`src/rtl/tdq_pkg.sv`:
```
// ----------------------------------------------------------------------------
// tdq_pkg
// shared types and constants of the tensor dequantizer
// ----------------------------------------------------------------------------
package tdq_pkg;

    localparam logic [2:0] FMT_FP32  = 3'd0;
    localparam logic [2:0] FMT_FP16  = 3'd1;
    localparam logic [2:0] FMT_BF16  = 3'd2;
    localparam logic [2:0] FMT_INT8  = 3'd3;
    localparam logic [2:0] FMT_UINT8 = 3'd4;
    localparam logic [2:0] FMT_INT32 = 3'd5;

    localparam logic [0:0] REG_FORMAT = 1'b0;
    localparam logic [0:0] REG_SCALE  = 1'b1;

    localparam logic [31:0] EXP_MASK    = 32'h7F80_0000;
    localparam logic [31:0] QUIET_BIT   = 32'h0040_0000;
    localparam logic [31:0] DEFAULT_NAN = 32'h7FC0_0000;

    // special-case class of a product
    typedef enum logic [2:0]
    {
        SP_NONE,
        SP_ZERO,
        SP_INF,
        SP_NAN_A,
        SP_NAN_B,
        SP_DEF_NAN,
        SP_DIRECT
    } special_t;

    // leading-one position of a 32-bit word
    function automatic logic [4:0] lead_one(input logic [31:0] v);
        logic [4:0] n;
        n = 5'd0;
        for (int i = 0; i < 32; i++)
        begin
            if (v[i])
            begin
                n = 5'(i);
            end
        end
        return n;
    endfunction

    // leading-one position of a 24-bit significand
    function automatic logic [4:0] lead_one24(input logic [23:0] v);
        logic [4:0] n;
        n = 5'd0;
        for (int i = 0; i < 24; i++)
        begin
            if (v[i])
            begin
                n = 5'(i);
            end
        end
        return n;
    endfunction

endpackage

```
`src/rtl/tdq_convert.sv`:
```
// ----------------------------------------------------------------------------
// tdq_convert
// stage 1: decode the source element into a single operand or a direct result
// ----------------------------------------------------------------------------
module tdq_convert
(
    input  logic [2:0]       fmt,
    input  logic [31:0]      raw,
    output logic [31:0]      op_bits,
    output logic             direct
);
    import tdq_pkg::*;

    logic [31:0] ival;
    logic        isgn;
    logic [31:0] mag;
    logic [4:0]  n;
    logic [31:0] sh;
    logic [7:0]  rest;
    logic [23:0] kept;
    logic [31:0] rnd;
    logic [31:0] ibits;
    logic [4:0]  e5;
    logic [9:0]  m10;
    logic [4:0]  hn;
    logic [31:0] hbits;
    logic [10:0] hm;

    always_comb
    begin
        case (fmt)
            FMT_INT8:  ival = {{24{raw[7]}}, raw[7:0]};
            FMT_UINT8: ival = {24'd0, raw[7:0]};
            default:   ival = raw;
        endcase
        isgn = ival[31];
        mag  = isgn ? (32'd0 - ival) : ival;
        n    = lead_one(mag);
        ibits = 32'd0;
        sh   = 32'd0;
        rest = 8'd0;
        kept = 24'd0;
        rnd  = 32'd0;
        if (mag != 32'd0)
        begin
            if (n <= 5'd23)
            begin
                sh = mag << (5'd23 - n);
                ibits = {isgn, 31'd0} | (({24'd0, 8'(8'd126 + 8'(n))} << 23) + sh);
            end
            else
            begin
                // n-23 is 1..8 dropped bits
                sh   = mag >> (n - 5'd23);
                kept = sh[23:0];
                rest = 8'(mag & ((32'd1 << (n - 5'd23)) - 32'd1));
                rnd  = {8'd0, kept};
                if ((rest > 8'(8'd1 << (n - 5'd24))) ||
                    (rest == 8'(8'd1 << (n - 5'd24)) && kept[0]))
                begin
                    rnd = rnd + 32'd1;
                end
                ibits = {isgn, 31'd0} | (({24'd0, 8'(8'd126 + 8'(n))} << 23) + rnd);
            end
        end

        e5  = raw[14:10];
        m10 = raw[9:0];
        hn  = 5'd0;
        hm  = 11'd0;
        if (e5 == 5'h1F)
        begin
            hbits = {raw[15], 8'hFF, m10, 13'd0};
        end
        else if (e5 != 5'd0)
        begin
            hbits = {raw[15], 8'(8'd112 + 8'(e5)), m10, 13'd0};
        end
        else if (m10 == 10'd0)
        begin
            hbits = {raw[15], 31'd0};
        end
        else
        begin
            hn    = lead_one({22'd0, m10});
            hm    = 11'({1'b0, m10} << (5'd10 - hn));
            hbits = {raw[15], 8'(8'd103 + 8'(hn)), hm[9:0], 13'd0};
        end

        direct  = 1'b1;
        case (fmt)
            FMT_FP32:  op_bits = raw;
            FMT_FP16:  op_bits = hbits;
            FMT_BF16:  op_bits = {raw[15:0], 16'd0};
            FMT_INT8, FMT_UINT8, FMT_INT32:
            begin
                op_bits = ibits;
                direct  = 1'b0;
            end
            default:   op_bits = 32'd0;
        endcase
    end

endmodule

```
`src/rtl/tdq_round.sv`:
```
// ----------------------------------------------------------------------------
// tdq_round
// last stage: normalize the product, round to nearest even, pack
// ----------------------------------------------------------------------------
module tdq_round
(
    input  logic        sign,
    input  logic [47:0] prod,
    input  logic signed [10:0] expo,
    output logic [31:0] result
);
    import tdq_pkg::*;

    logic [47:0]        p;
    logic signed [10:0] e;
    logic [5:0]         shamt;
    logic [47:0]        kept;
    logic [47:0]        rest;
    logic [47:0]        half;
    logic [47:0]        r;

    always_comb
    begin
        if (prod[47])
        begin
            p = prod;
            e = expo + 11'sd1;
        end
        else
        begin
            p = {prod[46:0], 1'b0};
            e = expo;
        end
        if (e >= 11'sd1)
        begin
            shamt = 6'd24;
        end
        else if (e < -11'sd24)
        begin
            shamt = 6'd49;
        end
        else
        begin
            shamt = 6'(11'sd25 - e);
        end
        if (shamt == 6'd49)
        begin
            kept = 48'd0;
            rest = p;
            // 2^48 > p, so nonzero rest never exceeds half of 2^49
            half = 48'hFFFF_FFFF_FFFF;
        end
        else
        begin
            kept = p >> shamt;
            rest = p & ((48'd1 << shamt) - 48'd1);
            half = 48'd1 << (shamt - 6'd1);
        end
        r = kept;
        if (rest > half || (rest == half && kept[0]))
        begin
            r = r + 48'd1;
        end
        if (e >= 11'sd255)
        begin
            result = {sign, EXP_MASK[30:0]};
        end
        else if (e >= 11'sd1)
        begin
            r = r + ({37'd0, 11'(e - 11'sd1)} << 23);
            if (r[31:0] >= EXP_MASK)
            begin
                result = {sign, EXP_MASK[30:0]};
            end
            else
            begin
                result = {sign, r[30:0]};
            end
        end
        else
        begin
            result = {sign, r[30:0]};
        end
    end

endmodule

```
`src/rtl/tensor_dequantize_to_fp32.sv`:
```
// ----------------------------------------------------------------------------
// tensor_dequantize_to_fp32
// raw tensor element to IEEE single precision, four-stage pipeline
// ----------------------------------------------------------------------------
// usage: write source_format (index 0) and scale_bits (index 1) on the cfg
// port while idle, then stream elements on the s_axis channel. s_axis_tdata
// carries raw_element, s_axis_tlast last_in; results leave on m_axis with
// value_bits in tdata and last_out in tlast.
// each input transfer moves through the registered stages in order to output valid
// (decode, unpack, 24x24 multiply, round/pack).
// throughput: one element per cycle; each stage is a register with a valid
// bit, and the whole pipe advances whenever the output register is empty or
// being taken, so a stall holds every stage and nothing is lost or repeated.
// reset: empties the pipe, source_format 0 (fp32), scale 1.0
// ----------------------------------------------------------------------------
module tensor_dequantize_to_fp32
(
    input  logic        clk,
    input  logic        rst_n,
    input  logic        cfg_we,
    input  logic [0:0]  cfg_index,
    input  logic [31:0] cfg_data,
    input  logic        s_axis_tvalid,
    output logic        s_axis_tready,
    input  logic [31:0] s_axis_tdata,   // [31:0] raw_element
    input  logic        s_axis_tlast,   // last_in
    output logic        m_axis_tvalid,
    input  logic        m_axis_tready,
    output logic [31:0] m_axis_tdata,   // [31:0] value_bits
    output logic        m_axis_tlast    // last_out
);
    import tdq_pkg::*;

    logic [2:0]  fmt_reg;
    logic [31:0] scale_reg;
    logic        adv;

    // stage 1: decoded operand
    logic        v1_reg, l1_reg, d1_reg;
    logic [31:0] op1_reg;
    logic [31:0] op_next;
    logic        dir_next;

    // stage 2: unpacked significands
    logic        v2_reg, l2_reg, s2_reg;
    special_t    sp2_reg, sp_next;
    logic [31:0] b2_reg;
    logic [23:0] ma2_reg, mb2_reg, ma_next, mb_next;
    logic signed [10:0] e2_reg, e_next;

    // stage 3: product
    logic        v3_reg, l3_reg, s3_reg;
    special_t    sp3_reg;
    logic [31:0] b3_reg;
    logic [47:0] p3_reg;
    logic signed [10:0] e3_reg;

    logic [31:0] rnd_res;
    logic [31:0] res_next;

    // the output register frees room when empty or taken
    assign adv = !m_axis_tvalid || m_axis_tready;
    assign s_axis_tready = adv;

    always_ff @(posedge clk or negedge rst_n)
    begin
        if (!rst_n)
        begin
            fmt_reg   <= FMT_FP32;
            scale_reg <= 32'h3F80_0000;
        end
        else if (cfg_we)
        begin
            case (cfg_index)
                REG_FORMAT: fmt_reg   <= cfg_data[2:0];
                REG_SCALE:  scale_reg <= cfg_data;
                default:    ;
            endcase
        end
    end

    tdq_convert u_conv
    (
        .fmt     (fmt_reg),
        .raw     (s_axis_tdata),
        .op_bits (op_next),
        .direct  (dir_next)
    );

    // unpack operands and classify special cases
    logic [30:0] aa, ab;
    logic [4:0]  la, lb;
    logic signed [10:0] ea, eb;
    always_comb
    begin
        aa = op1_reg[30:0];
        ab = scale_reg[30:0];
        la = lead_one24({1'b0, aa[22:0]});
        lb = lead_one24({1'b0, ab[22:0]});
        if (aa[30:23] != 8'd0)
        begin
            ma_next = {1'b1, aa[22:0]};
            ea = 11'(aa[30:23]);
        end
        else
        begin
            ma_next = 24'({1'b0, aa[22:0]} << (5'd23 - la));
            ea = 11'sd1 - 11'(5'd23 - la);
        end
        if (ab[30:23] != 8'd0)
        begin
            mb_next = {1'b1, ab[22:0]};
            eb = 11'(ab[30:23]);
        end
        else
        begin
            mb_next = 24'({1'b0, ab[22:0]} << (5'd23 - lb));
            eb = 11'sd1 - 11'(5'd23 - lb);
        end
        e_next = ea + eb - 11'sd127;
        if (d1_reg)
            sp_next = SP_DIRECT;
        else if ({1'b0, aa} > EXP_MASK)
            sp_next = SP_NAN_A;
        else if ({1'b0, ab} > EXP_MASK)
            sp_next = SP_NAN_B;
        else if ({1'b0, aa} == EXP_MASK || {1'b0, ab} == EXP_MASK)
            sp_next = (aa == 31'd0 || ab == 31'd0) ? SP_DEF_NAN : SP_INF;
        else if (aa == 31'd0 || ab == 31'd0)
            sp_next = SP_ZERO;
        else
            sp_next = SP_NONE;
    end

    always_ff @(posedge clk or negedge rst_n)
    begin
        if (!rst_n)
        begin
            v1_reg <= 1'b0;
            v2_reg <= 1'b0;
            v3_reg <= 1'b0;
            m_axis_tvalid <= 1'b0;
        end
        else if (adv)
        begin
            v1_reg <= s_axis_tvalid;
            v2_reg <= v1_reg;
            v3_reg <= v2_reg;
            m_axis_tvalid <= v3_reg;
        end
    end

    always_ff @(posedge clk)
    begin
        if (adv)
        begin
            l1_reg  <= s_axis_tlast;
            d1_reg  <= dir_next;
            op1_reg <= op_next;

            l2_reg  <= l1_reg;
            s2_reg  <= op1_reg[31] ^ scale_reg[31];
            sp2_reg <= sp_next;
            b2_reg  <= d1_reg ? op1_reg : ((sp_next == SP_NAN_A) ? op1_reg : scale_reg);
            ma2_reg <= ma_next;
            mb2_reg <= mb_next;
            e2_reg  <= e_next;

            l3_reg  <= l2_reg;
            s3_reg  <= s2_reg;
            sp3_reg <= sp2_reg;
            b3_reg  <= b2_reg;
            p3_reg  <= ma2_reg * mb2_reg;
            e3_reg  <= e2_reg;

            m_axis_tdata <= res_next;
            m_axis_tlast <= l3_reg;
        end
    end

    tdq_round u_rnd
    (
        .sign   (s3_reg),
        .prod   (p3_reg),
        .expo   (e3_reg),
        .result (rnd_res)
    );

    always_comb
    begin
        case (sp3_reg)
            SP_DIRECT:           res_next = b3_reg;
            SP_NAN_A, SP_NAN_B:  res_next = b3_reg | QUIET_BIT;
            SP_DEF_NAN:          res_next = DEFAULT_NAN;
            SP_INF:              res_next = {s3_reg, EXP_MASK[30:0]};
            SP_ZERO:             res_next = {s3_reg, 31'd0};
            default:             res_next = rnd_res;
        endcase
    end

    // a stalled output must hold its value
    a_hold: assert property (@(posedge clk) disable iff (!rst_n)
        m_axis_tvalid && !m_axis_tready |=> m_axis_tvalid && $stable(m_axis_tdata))
        else $error("output changed during stall");
    // a stall freezes the stage 1 and stage 3 valid bits
    a_freeze: assert property (@(posedge clk) disable iff (!rst_n)
        !adv |=> $stable(v1_reg) && $stable(v3_reg))
        else $error("pipe moved during stall");
    // a valid stage 3 item moves into the output register on an advance
    a_flow: assert property (@(posedge clk) disable iff (!rst_n)
        adv && v3_reg |=> m_axis_tvalid)
        else $error("item lost in last stage");

endmodule

```
`config.mk`:
```
export PLATFORM = sky130hd
export DESIGN_NAME = tensor_dequantize_to_fp32
export DESIGN_NICKNAME = d
export VERILOG_FILES = /design/src/rtl/tdq_pkg.sv /design/src/rtl/tdq_convert.sv /design/src/rtl/tdq_round.sv /design/src/rtl/tensor_dequantize_to_fp32.sv
export SDC_FILE = /design/constraint.sdc
export NUM_CORES = 2
export LEC_CHECK = 0
export BUFFER_PORTS_ARGS = -buffer_cell sky130_fd_sc_hd__buf_2
export CORE_AREA = 4 4 337 273
export DETAILED_ROUTE_END_ITERATION = 10
export DIE_AREA = 0 0 341 277
export GPL_TIMING_DRIVEN = 1
export PLACE_DENSITY = 0.68
export SLEW_MARGIN = 20
export SYNTH_ARGS = -nofsm -noshare
export SYNTH_HDL_FRONTEND = slang
export SYNTH_SLANG_ARGS = --single-unit
```
`constraint.sdc`:
```
create_clock -name clk -period 23.7 [get_ports clk]
set_input_delay 2.37 -clock clk [delete_from_list [all_inputs] [get_ports clk]]
set_output_delay 2.37 -clock clk [all_outputs]
set_load 0.1 [all_outputs]
```
==> flow_summary.yaml <==
worst_setup_path:
  cp_top_family: "simple AND/OR/NAND/NOR gates"
  cp.required_ps: 24130
  critPathBufInv: 6
  cp.arrival_ps: 13450
  cp-start-kind: "input port"
  worst_path_max_delay_cell: "and4bb_1"
  path_class: "input port to flip-flop"
  slowest_delay_ps: 920
  end_kind: "flip-flop"
  path_max_fanout: 50
  cpMostUsedCell: "a21oi_1"
clocking:
  cts_made_buffers: 35
  root_buffer: "clkbuf_16"
  clk_pin_slew_ps: 70
  htreeDepth: 2
  hold_buffers: 0
  cts_resized: 0
  cts.path.max_buffers: 3
  cts_tree: "built"
  post_cts_buffers: 0
  numClockSinks: 298
  clock_latency_ps: 590
floorplan:
  die_w_um: 341
  placeableCoreArea_mm2: 0.08865
  ios: 106
  dieHeight_um: 277
  rows: 98
  dieArea_mm2: 0.09446
  initial_utilization_pct: 54.67
global_routing:
  grt_pass1_vias: 42460
  use_met1_pct: 52.80
  grtUsageMet2_pct: 53.06
  grt-busiest-layer: "met2"
  use_met3_pct: 8.717
  grt_pass1_wl_um: 265700
  grt_remaining_overflow: 0
  antenna_found_initial: 6
  grt_max_degree: 163
  grt_usage_pct: 36.22
placed_design:
  dp_hpwl_um: 133900
  port_buffers: 105
  finalWeightedCongestion: 1.045
sta:
  skew_ps: 44.24
  worst_hold_slack_ps: 417.3
  worst_pin_slew_ps: 1141
  setup_tns_ps: 0
  max_freq_ghz: 0.07681
  maxSlewHeadroom_pct: 23.14
  final_max_slew_viol_count: 0
  hold_violations: 0
  final.min_clock_period_ps: 13020
  rsz0062_at_grt: "false"
  setup_viol: 0
  min_period_over_period_pct: 54.94
yosys:
  synth_top_cell_by_area: "fa_1"
  synthTopCellsByArea: "fa_1 20%, edfxtp_1 16%, ha_1 7.6%, nand2_1 5.8%, inv_1 4.5%"
  synthDistinctLibCells: 125
  ys_async_sr_fraction_pct: 13.09
  synth-edff-count: 259
  syn_inst: 5607
  ys.flop_type: "edfxtp_1"
  syn-cell-area_mm2: 0.04847
  seq_area_frac_synth_pct: 18.08
  synth_warnings: 0
  yosys_register_bits: 298
  synth_top_area_share_pct: 20.07
  avgSynthCellArea_um2: 8.644
routing:
  drt_iter0_markers: 5192
  vias_per_cell: 6.553
  drc: 0
  wl_per_cell_um: 25.93
  routed_wl_um: 174600
  drtAntennaViolNets: 0
  dr.pass1.iters: 7
  vias: 44140
run:
  maxCapViolCount: 0
layout:
  largest_reg_flops: 48
  num-fill-cells: 8036
  area_growth_pct: 5.880
  final_common_cell: "nand2_1"
  fin_nets: 6358
  final_cell_mix: "746 x nand2_1, 578 x inv_1, 486 x fa_1"
  utilization_pct: 57.89
  drive_gt1_share_pct: 9.738
outcome:
  outcome: "complete, no violations"
worst_hold_path:
  hold_path.class: "flip-flop to flip-flop"
==> cell families after synthesis <==
group / synth area share (%)
simple gates: 18.25
compound gates: 18.00
buf+inv: 7.649
fa+ha+maj: 27.64
mux: 7.161
flops: 18.08
xor+xnor: 3.222
other cells: 0.007737
==> Yosys cell counts (all sizes together) (111+ instances only) <==
master  count
inv       581
nor3      126
edfxtp    259
mux2i     187
xnor2     111
clkbuf    279
o21ai     206
ha        293
nand2     750
fa        486
and2      240
a21oi     293
nor2      329
==> worst register-to-register path, delay by kind of cell (launching register included) <==
family          cells  cell delay (ps)
xor+xnor            5             1620
simple gates       13             2950
buf+inv             6             2450
compound gates     17             3750
fa+ha+maj           4             1360
flops               1              350
==> per-layer routing <==
| metal | wire [um] | part of all wire, % |
|---|---|---|
| met5 | 28 | 0.016 |
| met4 | 6463 | 3.7 |
| met3 | 18980 | 11 |
| met2 | 74600 | 43 |
| met1 | 74570 | 43 |
==> path summary, 6_finish.rpt <==
check / from / endpoint / slack (ps) / cells after the start
worst max-delay path: s_axis_tdata[7] / op1_reg[29]$_DFFE_PP_ / 10680 / 36
worst min-delay path: s2_reg$_DFFE_PP_ / s3_reg$_DFFE_PP_ / 420 / 0
worst max register to register: p3_reg[47]$_DFFE_PP_ / m_axis_tdata[22]$_DFFE_PP_ / 11100 / 45
worst min register to register: s2_reg$_DFFE_PP_ / s3_reg$_DFFE_PP_ / 420 / 0
max in group asynchronous: rst_n / scale_reg[15]$_DFFE_PN0P_ / 21370 / 2
min in group asynchronous: rst_n / scale_reg[22]$_DFFE_PN0P_ / 1880 / 2
==> per-stage QoR <==
step / setup slack (ps) / std cells / area, um2
detailed placement: 10330 / 6668 / 50010
CTS: 10920 / 6732 / 51240
global route: 9944 / 6735 / 51320
global placement: 10520 / 6667 / 50000
finish: 10680 / 6736 / 51320
floorplan: 11830 / 5608 / 48470
==> area by class of cell <==
type	instances	area, um2	area share, %
Tap cell	1200	1501	2.926
Antenna cell	1	2.502	0.004876
Clock buffer	38	887.1	1.729
Multi-Input combinational cell	4361	36120	70.38
Timing Repair Buffer	228	1509	2.940
Inverter	584	2192	4.272
Sequential cell	298	8763	17.08
Clock inverter	26	342.8	0.6680
Power is not shown: default switching activity piles up to over one toggle a cycle in this logic, so the estimate is an artifact.
